===== src/u8sd_pkg.sv =====
// Package for the UTF-8 stream decoder: word types and code point constants.
// Used by utf8_stream_decoder_top and by the u8sd_checker assertion module.
// No dependencies.
package u8sd_pkg;

    localparam int CP_W = 21;

    localparam logic [CP_W-1:0] REPL_CP    = 21'h00FFFD;
    localparam logic [CP_W-1:0] MAX_SCALAR = 21'h10FFFF;
    localparam logic [CP_W-1:0] SURR_LO    = 21'h00D800;
    localparam logic [CP_W-1:0] SURR_HI    = 21'h00DFFF;
    localparam logic [CP_W-1:0] MIN_LEN2   = 21'h000080;
    localparam logic [CP_W-1:0] MIN_LEN3   = 21'h000800;
    localparam logic [CP_W-1:0] MIN_LEN4   = 21'h010000;

    // Sequence lengths held in the expected-length and held-byte registers.
    localparam logic [2:0] LEN_NONE = 3'd0;
    localparam logic [2:0] LEN_ONE  = 3'd1;
    localparam logic [2:0] LEN_TWO  = 3'd2;
    localparam logic [2:0] LEN_THR  = 3'd3;
    localparam logic [2:0] LEN_FOUR = 3'd4;

    typedef struct packed {
        logic [7:0] data_byte;
        logic       flush;
    } t_in_word;

    typedef struct packed {
        logic [CP_W-1:0] code_point;
        logic            replaced;
        logic            last_of_run;
    } t_out_word;

    // Results of one input byte: rep_count replacements, then an optional tail.
    typedef struct packed {
        logic [2:0]      rep_count;
        logic            has_tail;
        logic [CP_W-1:0] tail_cp;
        logic            tail_rep;
        logic [2:0]      total;
    } t_run;

endpackage


===== src/utf8_stream_decoder_top.sv =====
// Top level of the UTF-8 stream decoder: input register, decode logic,
// and a result stage giving each byte's results one word per unstalled cycle.
// Depends on u8sd_pkg.

// The decoder takes one byte word per cycle while o_stall is low and gives 0
// to 4 result words per byte. A byte waits in the input register until the
// result stage is free and is decoded there; its results are registered in
// the result stage. The output port carries one result word per cycle while
// i_stall is low, and that port sets the rate: a byte that gives k results
// holds the result stage until all k are taken (k = 0 or 1 for any well-formed
// text, so one byte per cycle is sustained without stalls). Errors and flush
// words give up to 4 replacements and stall the input until the last is taken.
module utf8_stream_decoder_top (
    input  logic                i_clk,
    input  logic                i_rst_n,
    input  logic                i_valid,
    input  u8sd_pkg::t_in_word  i_data,
    output logic                o_stall,
    output logic                o_valid,
    output u8sd_pkg::t_out_word o_data,
    input  logic                i_stall
);
    import u8sd_pkg::*;

    // Input register.
    logic     r_in_vld;
    t_in_word r_in;

    // Decoder state.
    logic [CP_W-1:0] r_pv, n_pv;
    logic [2:0]      r_exp, n_exp;
    logic [2:0]      r_held, n_held;

    // Result stage.
    logic       r_run_vld;
    t_run       r_run;
    logic [1:0] r_idx;

    // Start-of-sequence decode of the held byte.
    logic [CP_W-1:0] sb_pv;
    logic [2:0]      sb_exp;
    logic            sb_tail;
    logic [CP_W-1:0] sb_cp;
    logic            sb_rep;

    t_run            d_run;
    logic [CP_W-1:0] cont_pv;
    logic [2:0]      held_inc;
    logic [CP_W-1:0] min_val;
    logic            seq_bad;

    logic out_acc, run_last, run_free, fire, in_free;

    always_comb begin
        sb_pv   = '0;
        sb_exp  = LEN_NONE;
        sb_tail = 1'b1;
        sb_cp   = REPL_CP;
        sb_rep  = 1'b1;
        if (!r_in.data_byte[7]) begin
            sb_cp  = {13'd0, r_in.data_byte};
            sb_rep = 1'b0;
        end else if (r_in.data_byte[7:5] == 3'b110) begin
            sb_pv   = {16'd0, r_in.data_byte[4:0]};
            sb_exp  = LEN_TWO;
            sb_tail = 1'b0;
        end else if (r_in.data_byte[7:4] == 4'b1110) begin
            sb_pv   = {17'd0, r_in.data_byte[3:0]};
            sb_exp  = LEN_THR;
            sb_tail = 1'b0;
        end else if (r_in.data_byte[7:3] == 5'b11110) begin
            sb_pv   = {18'd0, r_in.data_byte[2:0]};
            sb_exp  = LEN_FOUR;
            sb_tail = 1'b0;
        end
    end

    assign cont_pv  = {r_pv[CP_W-7:0], r_in.data_byte[5:0]};
    assign held_inc = r_held + 3'd1;

    always_comb begin
        unique case (r_exp)
            LEN_TWO: min_val = MIN_LEN2;
            LEN_THR: min_val = MIN_LEN3;
            default: min_val = MIN_LEN4;
        endcase
    end

    assign seq_bad = (cont_pv < min_val) || (cont_pv > MAX_SCALAR)
                   || ((cont_pv >= SURR_LO) && (cont_pv <= SURR_HI));

    always_comb begin
        d_run           = '0;
        d_run.tail_cp   = REPL_CP;
        d_run.tail_rep  = 1'b1;
        n_pv            = r_pv;
        n_exp           = r_exp;
        n_held          = r_held;
        if (r_in.flush) begin
            d_run.rep_count = (r_exp != LEN_NONE) ? r_held : 3'd0;
            n_pv   = '0;
            n_exp  = LEN_NONE;
            n_held = 3'd0;
        end else if (r_exp == LEN_NONE) begin
            d_run.has_tail = sb_tail;
            d_run.tail_cp  = sb_cp;
            d_run.tail_rep = sb_rep;
            n_pv   = sb_pv;
            n_exp  = sb_exp;
            n_held = sb_tail ? 3'd0 : LEN_ONE;
        end else if (r_in.data_byte[7:6] == 2'b10) begin
            if (held_inc >= r_exp) begin
                if (seq_bad) begin
                    d_run.rep_count = r_exp;
                end else begin
                    d_run.has_tail = 1'b1;
                    d_run.tail_cp  = cont_pv;
                    d_run.tail_rep = 1'b0;
                end
                n_pv   = '0;
                n_exp  = LEN_NONE;
                n_held = 3'd0;
            end else begin
                n_pv   = cont_pv;
                n_held = held_inc;
            end
        end else begin
            // The held bytes are replaced, then this byte starts over as a lead.
            d_run.rep_count = r_held;
            d_run.has_tail  = sb_tail;
            d_run.tail_cp   = sb_cp;
            d_run.tail_rep  = sb_rep;
            n_pv   = sb_pv;
            n_exp  = sb_exp;
            n_held = sb_tail ? 3'd0 : LEN_ONE;
        end
        d_run.total = d_run.rep_count + {2'b00, d_run.has_tail};
    end

    assign out_acc  = r_run_vld && !i_stall;
    assign run_last = ({1'b0, r_idx} + 3'd1) == r_run.total;
    assign run_free = !r_run_vld || (out_acc && run_last);
    assign fire     = r_in_vld && run_free;
    assign in_free  = !r_in_vld || run_free;
    assign o_stall  = !in_free;

    always_ff @(posedge i_clk) begin
        if (!i_rst_n) begin
            r_in_vld <= 1'b0;
        end else if (in_free) begin
            r_in_vld <= i_valid;
        end
    end

    always_ff @(posedge i_clk) begin
        if (in_free) begin
            r_in <= i_data;
        end
    end

    always_ff @(posedge i_clk) begin
        if (!i_rst_n) begin
            r_pv   <= '0;
            r_exp  <= LEN_NONE;
            r_held <= 3'd0;
        end else if (fire) begin
            r_pv   <= n_pv;
            r_exp  <= n_exp;
            r_held <= n_held;
        end
    end

    always_ff @(posedge i_clk) begin
        if (!i_rst_n) begin
            r_run_vld <= 1'b0;
            r_idx     <= 2'd0;
        end else if (fire && (d_run.total != 3'd0)) begin
            r_run_vld <= 1'b1;
            r_idx     <= 2'd0;
        end else if (run_free) begin
            r_run_vld <= 1'b0;
            r_idx     <= 2'd0;
        end else if (out_acc) begin
            r_idx <= r_idx + 2'd1;
        end
    end

    always_ff @(posedge i_clk) begin
        if (fire && (d_run.total != 3'd0)) begin
            r_run <= d_run;
        end
    end

    always_comb begin
        o_valid = r_run_vld;
        if ({1'b0, r_idx} < r_run.rep_count) begin
            o_data.code_point = REPL_CP;
            o_data.replaced   = 1'b1;
        end else begin
            o_data.code_point = r_run.tail_cp;
            o_data.replaced   = r_run.tail_rep;
        end
        o_data.last_of_run = run_last;
    end

endmodule


===== config.mk =====
export PLATFORM = sky130hd
export DESIGN_NAME = utf8_stream_decoder_top
export DESIGN_NICKNAME = d
export VERILOG_FILES = /design/src/u8sd_pkg.sv /design/src/utf8_stream_decoder_top.sv
export SDC_FILE = /design/constraint.sdc
export NUM_CORES = 1
export LEC_CHECK = 0
export BUFFER_PORTS_ARGS = -buffer_cell sky130_fd_sc_hd__buf_2
export CAP_MARGIN = 10
export CORE_MARGIN = 10
export CORE_UTILIZATION = 55
export DETAILED_ROUTE_END_ITERATION = 6
export PLACE_DENSITY = 0.76
export SYNTH_ARGS = -nofsm -noshare
export SYNTH_HDL_FRONTEND = slang
export SYNTH_SLANG_ARGS = --single-unit
export TNS_END_PERCENT = 5

===== constraint.sdc =====
create_clock -name i_clk -period 7.2 [get_ports i_clk]
set_input_delay 1.8 -clock i_clk [delete_from_list [all_inputs] [get_ports i_clk]]
set_output_delay 1.8 -clock i_clk [all_outputs]
set_load 0.005 [all_outputs]

==> summary.md, run 1 <==
## Run status
- completed — status

## STA
- 0.997 ns — Worst Tran Pin Value
- no — setup repair after global routing missed its margin
- 0.622 — final cycle utilization of the critical path
- 0.334 — max-slew headroom at the worst pin
- 0 ns — Final TNS setup
- 4.48 ns — min Tclk post-route
- 223 MHz — Max Freq
- 0.00623 ns — Worst Clk Skew
- 0 — final count of pins violating max slew
- 0 — total of endpoints with negative setup slack in the final report
- 0 — Hold Violations, Final
- 0.505 ns — hold_ws

## Critical path
- output port — kind of end point of the critical path
- 14 — cell count of the worst reg-to-reg path
- 3.04 ns — internal reg-to-reg setup slack
- input port — kind of launch point of the worst setup path
- r_run[11]$_SDFFCE_PP1P_ — endpoint of the lowest-slack register-to-register path
- 2.68 ns — Arr. time, crit path
- input port to output port — WS Path Type
- r_held[0]$_SDFFE_PN0P_ — reg-to-reg startpoint
- 5.40 ns — data required time of the worst path
- 6 — maximum fanout along the worst path

## Global routing
- 29 — pin count of the biggest net entering global routing
- 2063 — vias in the first global route
- 10.1 mm — first-pass GRT wire length
- 0 — number of antenna violations at the first check in global routing
- 0 — overflow left after global routing
- 0.145 — combined global-route utilization of all metal layers

## Layout
- 0 — number of inserted diodes
- 346 — fin nets
- 1390 µm² — multi-input logic area
- 0.192 — share of layout cells above drive strength 1
- 1610 µm² — sequential standard cell area
- 15.5% — area grow syn2layout
- 3540 µm² — total non-filler cell area in the finished layout
- 450 — filler cell count in the final layout
- 400 — non-filler instance count after layout
- edfxtp_1, buf_2, nand2_1, dfxtp_1, or3_1 — leading cell types in the layout, fill and taps excluded

## Clock network
- clkbuf_8 — root buffer cell
- 0.33 ns — Clock Latency Late Sink
- yes — clock tree from TritonCTS
- 9 — cts bufs inserted
- 62 — number of clock sinks
- 2 — clk buf depth
- 0 — Hold-fix buffers, CTS
- 0 — post-CTS setup buffer count
- 0 — number of gates resized after CTS
- 0.06 ns — clock transition at the registers of the reported paths
- 3 — H-Tree Depth

## Routing
- 0 — DRC viols
- 184 — number of design-rule violations left by the first detailed-router iteration
- 6.11 mm — routed wire length
- 15.3 µm — detail-routed net length per standard cell
- 5.56 — drt via density
- 2225 — vias after detailed routing
- 4 — 1st-pass router iterations
- 0 — antenna-violating nets left

## Hold path
- r_held[1]$_SDFFE_PN0P_ — origin of the worst min-delay path
- 2 — number of stages on the worst hold path
- r_held[1]$_SDFFE_PN0P_ — Min-Delay Endpoint
- flop to flop — Hold Crit Class

## Logic synthesis
- 10.8 µm² — mean cell area of the mapped netlist
- 53 — Netlist cell types
- 308 — Synthesized Nets
- 62 — Seq cells post-synth
- 0.525 — sequential fraction of the synthesis area
- 285 — Cells after Synth
- 3070 µm² — Synth Cell Area
- 0 — count of yosys warnings during synthesis
- 0 — asr flop ratio synth
- edfxtp_1 — most used flip-flop cell after synthesis
- 37 — EDFF count, synth

## Pwr
- 216 nW/µm² — power density of the placed cells
- 1.26 nW — Leak
- 0.000169 V — Peak supply drop

## Floorplanning
- 38 — number of primary I/O pins
- 94.7 µm — floorplan die height
- 0.561 — initial core utilization
- 8970 µm² — DIE AREA
- 94.7 µm — Die X-Extent
- 27 — row count
- 5470 µm² — floorplan core area

## Placed design
- 37 — IO buf count
- 383 — number of placed cells counting well taps
- 3300 µm² — Placed Instance Area
- 0.924 — Final GP Congestion
- 4.38 mm — half-perimeter wire length after detailed placement

## Run
- 0 — count of max-cap constraint violations

==> stage by stage <==
stage / power (W) / utilization / setup WS [ns]
detailed placement: 0.000437 / 0.604 / 2.68
global route: 0.000795 / 0.647 / 2.58
global placement: 0.000436 / 0.604 / 2.72
CTS: 0.000774 / 0.644 / 2.72
floorplan: 0.000424 / - / 2.06
finish: 0.000767 / 0.647 / 2.72
==> layout make-up <==
cell class | count | area share
sequential | 62 | 0.455
multi-input combinational | 206 | 0.392
timing repair buffer | 39 | 0.0586
clock buffer | 12 | 0.0438
tap | 72 | 0.0254
clock inverter | 4 | 0.0194
inverter | 5 | 0.00530
==> logic make-up after synthesis <==
logic type | count (synthesis) | share of synthesized area
compound gates | 53 | 0.135
xor+xnor | 5 | 0.0143
fa+ha+maj | 10 | 0.0408
buf+inv | 17 | 0.0273
flops | 62 | 0.525
simple gates | 138 | 0.257
==> state kept, by name, indices dropped and copies added (netlist names) <==
register,cells
r_run,28
r_in_vld,1
r_pv,15
r_idx,2
r_exp,3
r_in,3
o_valid,1
r_held,3
cont_pv,6
==> layer usage <==
metal	vias to the layer above	global-route usage	wire (µm)
met4	0	0.0798	122
met3	11	0.0365	485
li1	1141	-	-
met2	75	0.217	2660
met1	998	0.187	2850
met5	-	0	0
==> synthesized netlist by cell type (all sizes together), types with 4 or more instances <==
| master | instances | share of area |
|---|---|---|
| a21boi | 17 | 0.042 |
| a21oi | 4 | 0.0065 |
| a32oi | 6 | 0.017 |
| and2 | 11 | 0.022 |
| buf | 4 | 0.011 |
| clkbuf | 8 | 0.0098 |
| dfxtp | 25 | 0.16 |
| edfxtp | 37 | 0.36 |
| ha | 10 | 0.041 |
| inv | 5 | 0.0061 |
| nand2 | 34 | 0.042 |
| nand3 | 12 | 0.020 |
| nand3b | 10 | 0.024 |
| nand4b | 4 | 0.011 |
| nor2 | 11 | 0.016 |
| nor2b | 7 | 0.014 |
| nor3 | 8 | 0.015 |
| nor3b | 4 | 0.0098 |
| o21ai | 9 | 0.015 |
| or3 | 20 | 0.041 |
| or3b | 5 | 0.014 |
| xor2 | 4 | 0.011 |
==> power by group <==
group | leakage (nW) | internal, W | switching [W] | total (W)
combinational | 0.593 | 0.0000161 | 0.0000226 | 0.0000388
sequential | 0.553 | 0.000383 | 0.00000770 | 0.000391
clock | 0.114 | 0.000212 | 0.000125 | 0.000337
==> worst max path at each step <==
stage | from | end | cells past startpoint
finish | i_stall | o_stall | 4
global route | r_held[0]$_SDFFE_PN0P_ | r_run[11]$_SDFFCE_PP1P_ | 14
CTS | i_stall | o_stall | 4
detailed placement | i_stall | r_run[21]$_SDFFCE_PP0P_ | 4
global placement | i_stall | r_run[21]$_SDFFCE_PP0P_ | 4
floorplan | i_stall | r_run[0]$_DFFE_PP_ | 4
==> critical path, stage by stage <==
cell	delay, ns
buf_2	0.14
o41ai_2	0.44
nor2_1	0.14
buf_2	0.15
Power figures use the tool's default switching activity.
==> inputs of run 2 (changes only) <==
--- a/config.mk
+++ b/config.mk
@@ -5,6 +5,7 @@
 export SDC_FILE = /design/constraint.sdc
 export NUM_CORES = 1
 export LEC_CHECK = 0
+export ABC_AREA = 1
 export BUFFER_PORTS_ARGS = -buffer_cell sky130_fd_sc_hd__buf_2
 export CAP_MARGIN = 10
 export CORE_MARGIN = 10
==> constraint.sdc (replaced) <==
create_clock -name i_clk -period 4.4 [get_ports i_clk]
set_input_delay 1.1 -clock i_clk [delete_from_list [all_inputs] [get_ports i_clk]]
set_output_delay 1.1 -clock i_clk [all_outputs]
set_load 0.005 [all_outputs]
==> summary.md, run 2 <==
## Floorplanning
- 94.7 µm — floorplan die height
- 0.560 — initial core utilization
- 38 — number of primary I/O pins
- 27 — row count
- 94.7 µm — Die X-Extent
- 8960 µm² — DIE AREA
- 5470 µm² — floorplan core area

## Clock network
- 2 — clk buf depth
- 9 — cts bufs inserted
- 0 — Hold-fix buffers, CTS
- 3 — H-Tree Depth
- yes — clock tree from TritonCTS
- 0.07 ns — clock transition at the registers of the reported paths
- 0.34 ns — Clock Latency Late Sink
- 62 — number of clock sinks
- 0 — post-CTS setup buffer count
- clkbuf_8 — root buffer cell
- 0 — number of gates resized after CTS

## Run status
- completed — status

## Routing
- 4 — 1st-pass router iterations
- 0 — antenna-violating nets left
- 124 — number of design-rule violations left by the first detailed-router iteration
- 6.18 mm — routed wire length
- 2343 — vias after detailed routing
- 13.5 µm — detail-routed net length per standard cell
- 0 — DRC viols
- 5.13 — drt via density

## Placed design
- 4.64 mm — half-perimeter wire length after detailed placement
- 37 — IO buf count
- 3290 µm² — Placed Instance Area
- 0.932 — Final GP Congestion

## Logic synthesis
- 341 — Cells after Synth
- 0.362 — area share of the largest cell type after synthesis
- nand2_1 — most common cell in the netlist
- 0 — asr flop ratio synth
- 0.525 — sequential fraction of the synthesis area
- 62 — Seq cells post-synth
- 3070 µm² — Synth Cell Area
- 0 — count of yosys warnings during synthesis
- 8.99 µm² — mean cell area of the mapped netlist
- 37 — EDFF count, synth
- simple AND/OR/NAND/NOR gates — main combinational cell family by area after synthesis
- edfxtp_1 — most area-hungry cell type in the Yosys netlist
- 0.0114 — XOR/XNOR Fraction of Synth Area
- 364 — Synthesized Nets
- 37 — Netlist cell types
- edfxtp_1, dfxtp_1, nand2_1 — biggest area contributors in the synthesized netlist
- edfxtp_1 — most used flip-flop cell after synthesis
- 0.0408 — area share of fa/ha/maj cells after synthesis
- 0.105 — share of the synthesized area in compound gates (AO/OA/AOI/OAI)
- nand2_1, inv_1, edfxtp_1, nor2_1, dfxtp_1 — most frequent cells after synthesis
- 0 — mux share of post-synthesis cell area
- 0.244 — simple-gate share of the synthesized area

## STA
- 3.38 ns — min Tclk post-route
- 0.857 ns — Worst Tran Pin Value
- 0.428 — max-slew headroom at the worst pin
- 0 ns — Final TNS setup
- no — setup repair after global routing missed its margin
- 0.00636 ns — Worst Clk Skew
- 0 — final count of pins violating max slew
- 296 MHz — Max Freq
- 0 — Hold Violations, Final
- 0.769 — final cycle utilization of the critical path
- 0 — total of endpoints with negative setup slack in the final report

## Run
- 0 — count of max-cap constraint violations

## Critical path
- 4.41 ns — data required time of the worst path
- 3.39 ns — Arr. time, crit path
- flop to flop — WS Path Type
- flop — kind of launch point of the worst setup path
- flop — kind of end point of the critical path
- 28 — maximum fanout along the worst path

## Layout
- nand2_1, inv_1, nor2_1, edfxtp_1, buf_2 — leading cell types in the layout, fill and taps excluded
- 485 — filler cell count in the final layout
- 403 — fin nets
- 14.0% — area grow syn2layout
- r_run x28, r_pv x15, cont_pv x6 — largest registers
- 3500 µm² — total non-filler cell area in the finished layout
- 28 — max FFs per register
- nand2_1 — most frequent standard cell in the layout excluding fill and tap cells
- 0 — number of inserted diodes
- r_run — register with the most flip-flops
- 0.247 — share of layout cells above drive strength 1

## Pwr
- 351 nW/µm² — power density of the placed cells
- 0.000286 V — Peak supply drop
- 0.00123 W — power consumption
- 1.38 nW — Leak

## Global routing
- 0 — overflow left after global routing
- 2227 — vias in the first global route
- 29 — pin count of the biggest net entering global routing
- 0.147 — combined global-route utilization of all metal layers
- 0 — number of antenna violations at the first check in global routing
- 10.3 mm — first-pass GRT wire length

## Hold path
- flop to flop — Hold Crit Class

==> run 2: final timing paths <==
path	startpoint	endpoint	slack (ns)	cells after the start
worst min-delay path	r_pv[0]$_SDFFE_PN0P_	r_pv[6]$_SDFFE_PN0P_	0.49	2
worst max-delay path	r_held[0]$_SDFFE_PN0P_	r_run[12]$_SDFFCE_PP1P_	1.02	17
worst min register to register	r_pv[0]$_SDFFE_PN0P_	r_pv[6]$_SDFFE_PN0P_	0.49	2
worst max register to register	r_held[0]$_SDFFE_PN0P_	r_run[12]$_SDFFCE_PP1P_	1.02	17
==> run 2: cells by family after synthesis <==
group,count (synthesis)
adders and majority gates,10
and+or+nand+nor,161
AOI/OAI and AO/OA,49
buffers and inverters,55
DFF,62
xor gates and xnor gates,4
==> run 2: routing by layer <==
| layer | vias up | track usage | part of all wire |
|---|---|---|---|
| li1 | 1191 | - | - |
| met1 | 1068 | 0.177 | 0.43 |
| met2 | 70 | 0.225 | 0.45 |
| met3 | 14 | 0.0508 | 0.093 |
| met4 | 0 | 0.0810 | 0.023 |
| met5 | - | 0 | 0 |
==> run 2: layout make-up <==
class,count,area [µm²],share of cell area
Clock buffer,11,131,0.0376
Clock inverter,5,73.8,0.0211
Inverter,45,169,0.0483
Multi-Input combinational cell,224,1230,0.351
Sequential cell,62,1610,0.461
Tap cell,72,90.1,0.0258
Timing Repair Buffer,38,193,0.0551
==> run 2: critical path: stages (launching register included) <==
cell     delay (ns)
dfxtp_1        0.41
ha_1           0.20
xor2_1         0.22
ha_1           0.30
a21o_1         0.17
inv_1          0.04
nand3_1        0.14
inv_1          0.17
nor2_1         0.08
nand2_1        0.18
o31ai_1        0.11
ha_1           0.19
ha_1           0.28
nor2_1         0.05
nand3_1        0.08
nand2_1        0.05
inv_1          0.05
buf_4          0.31
==> run 2: through the flow <==
stage / std cells / utilization / hold slack [ns] / worst slack, ns
after floorplan: 341 / - / 0.457 / 1.07
after global placement: 441 / 0.602 / 0.470 / 1.16
after detailed placement: 441 / 0.602 / 0.481 / 1.06
after CTS: 457 / 0.639 / 0.492 / 1.04
after global routing: 457 / 0.639 / 0.504 / 0.705
final: 457 / 0.639 / 0.491 / 1.02
==> run 2: power by group <==
group          switching (W)  leakage (nW)  internal (W)
clock               0.000212         0.105      0.000315
combinational      0.0000404         0.726     0.0000188
sequential         0.0000111         0.545      0.000631
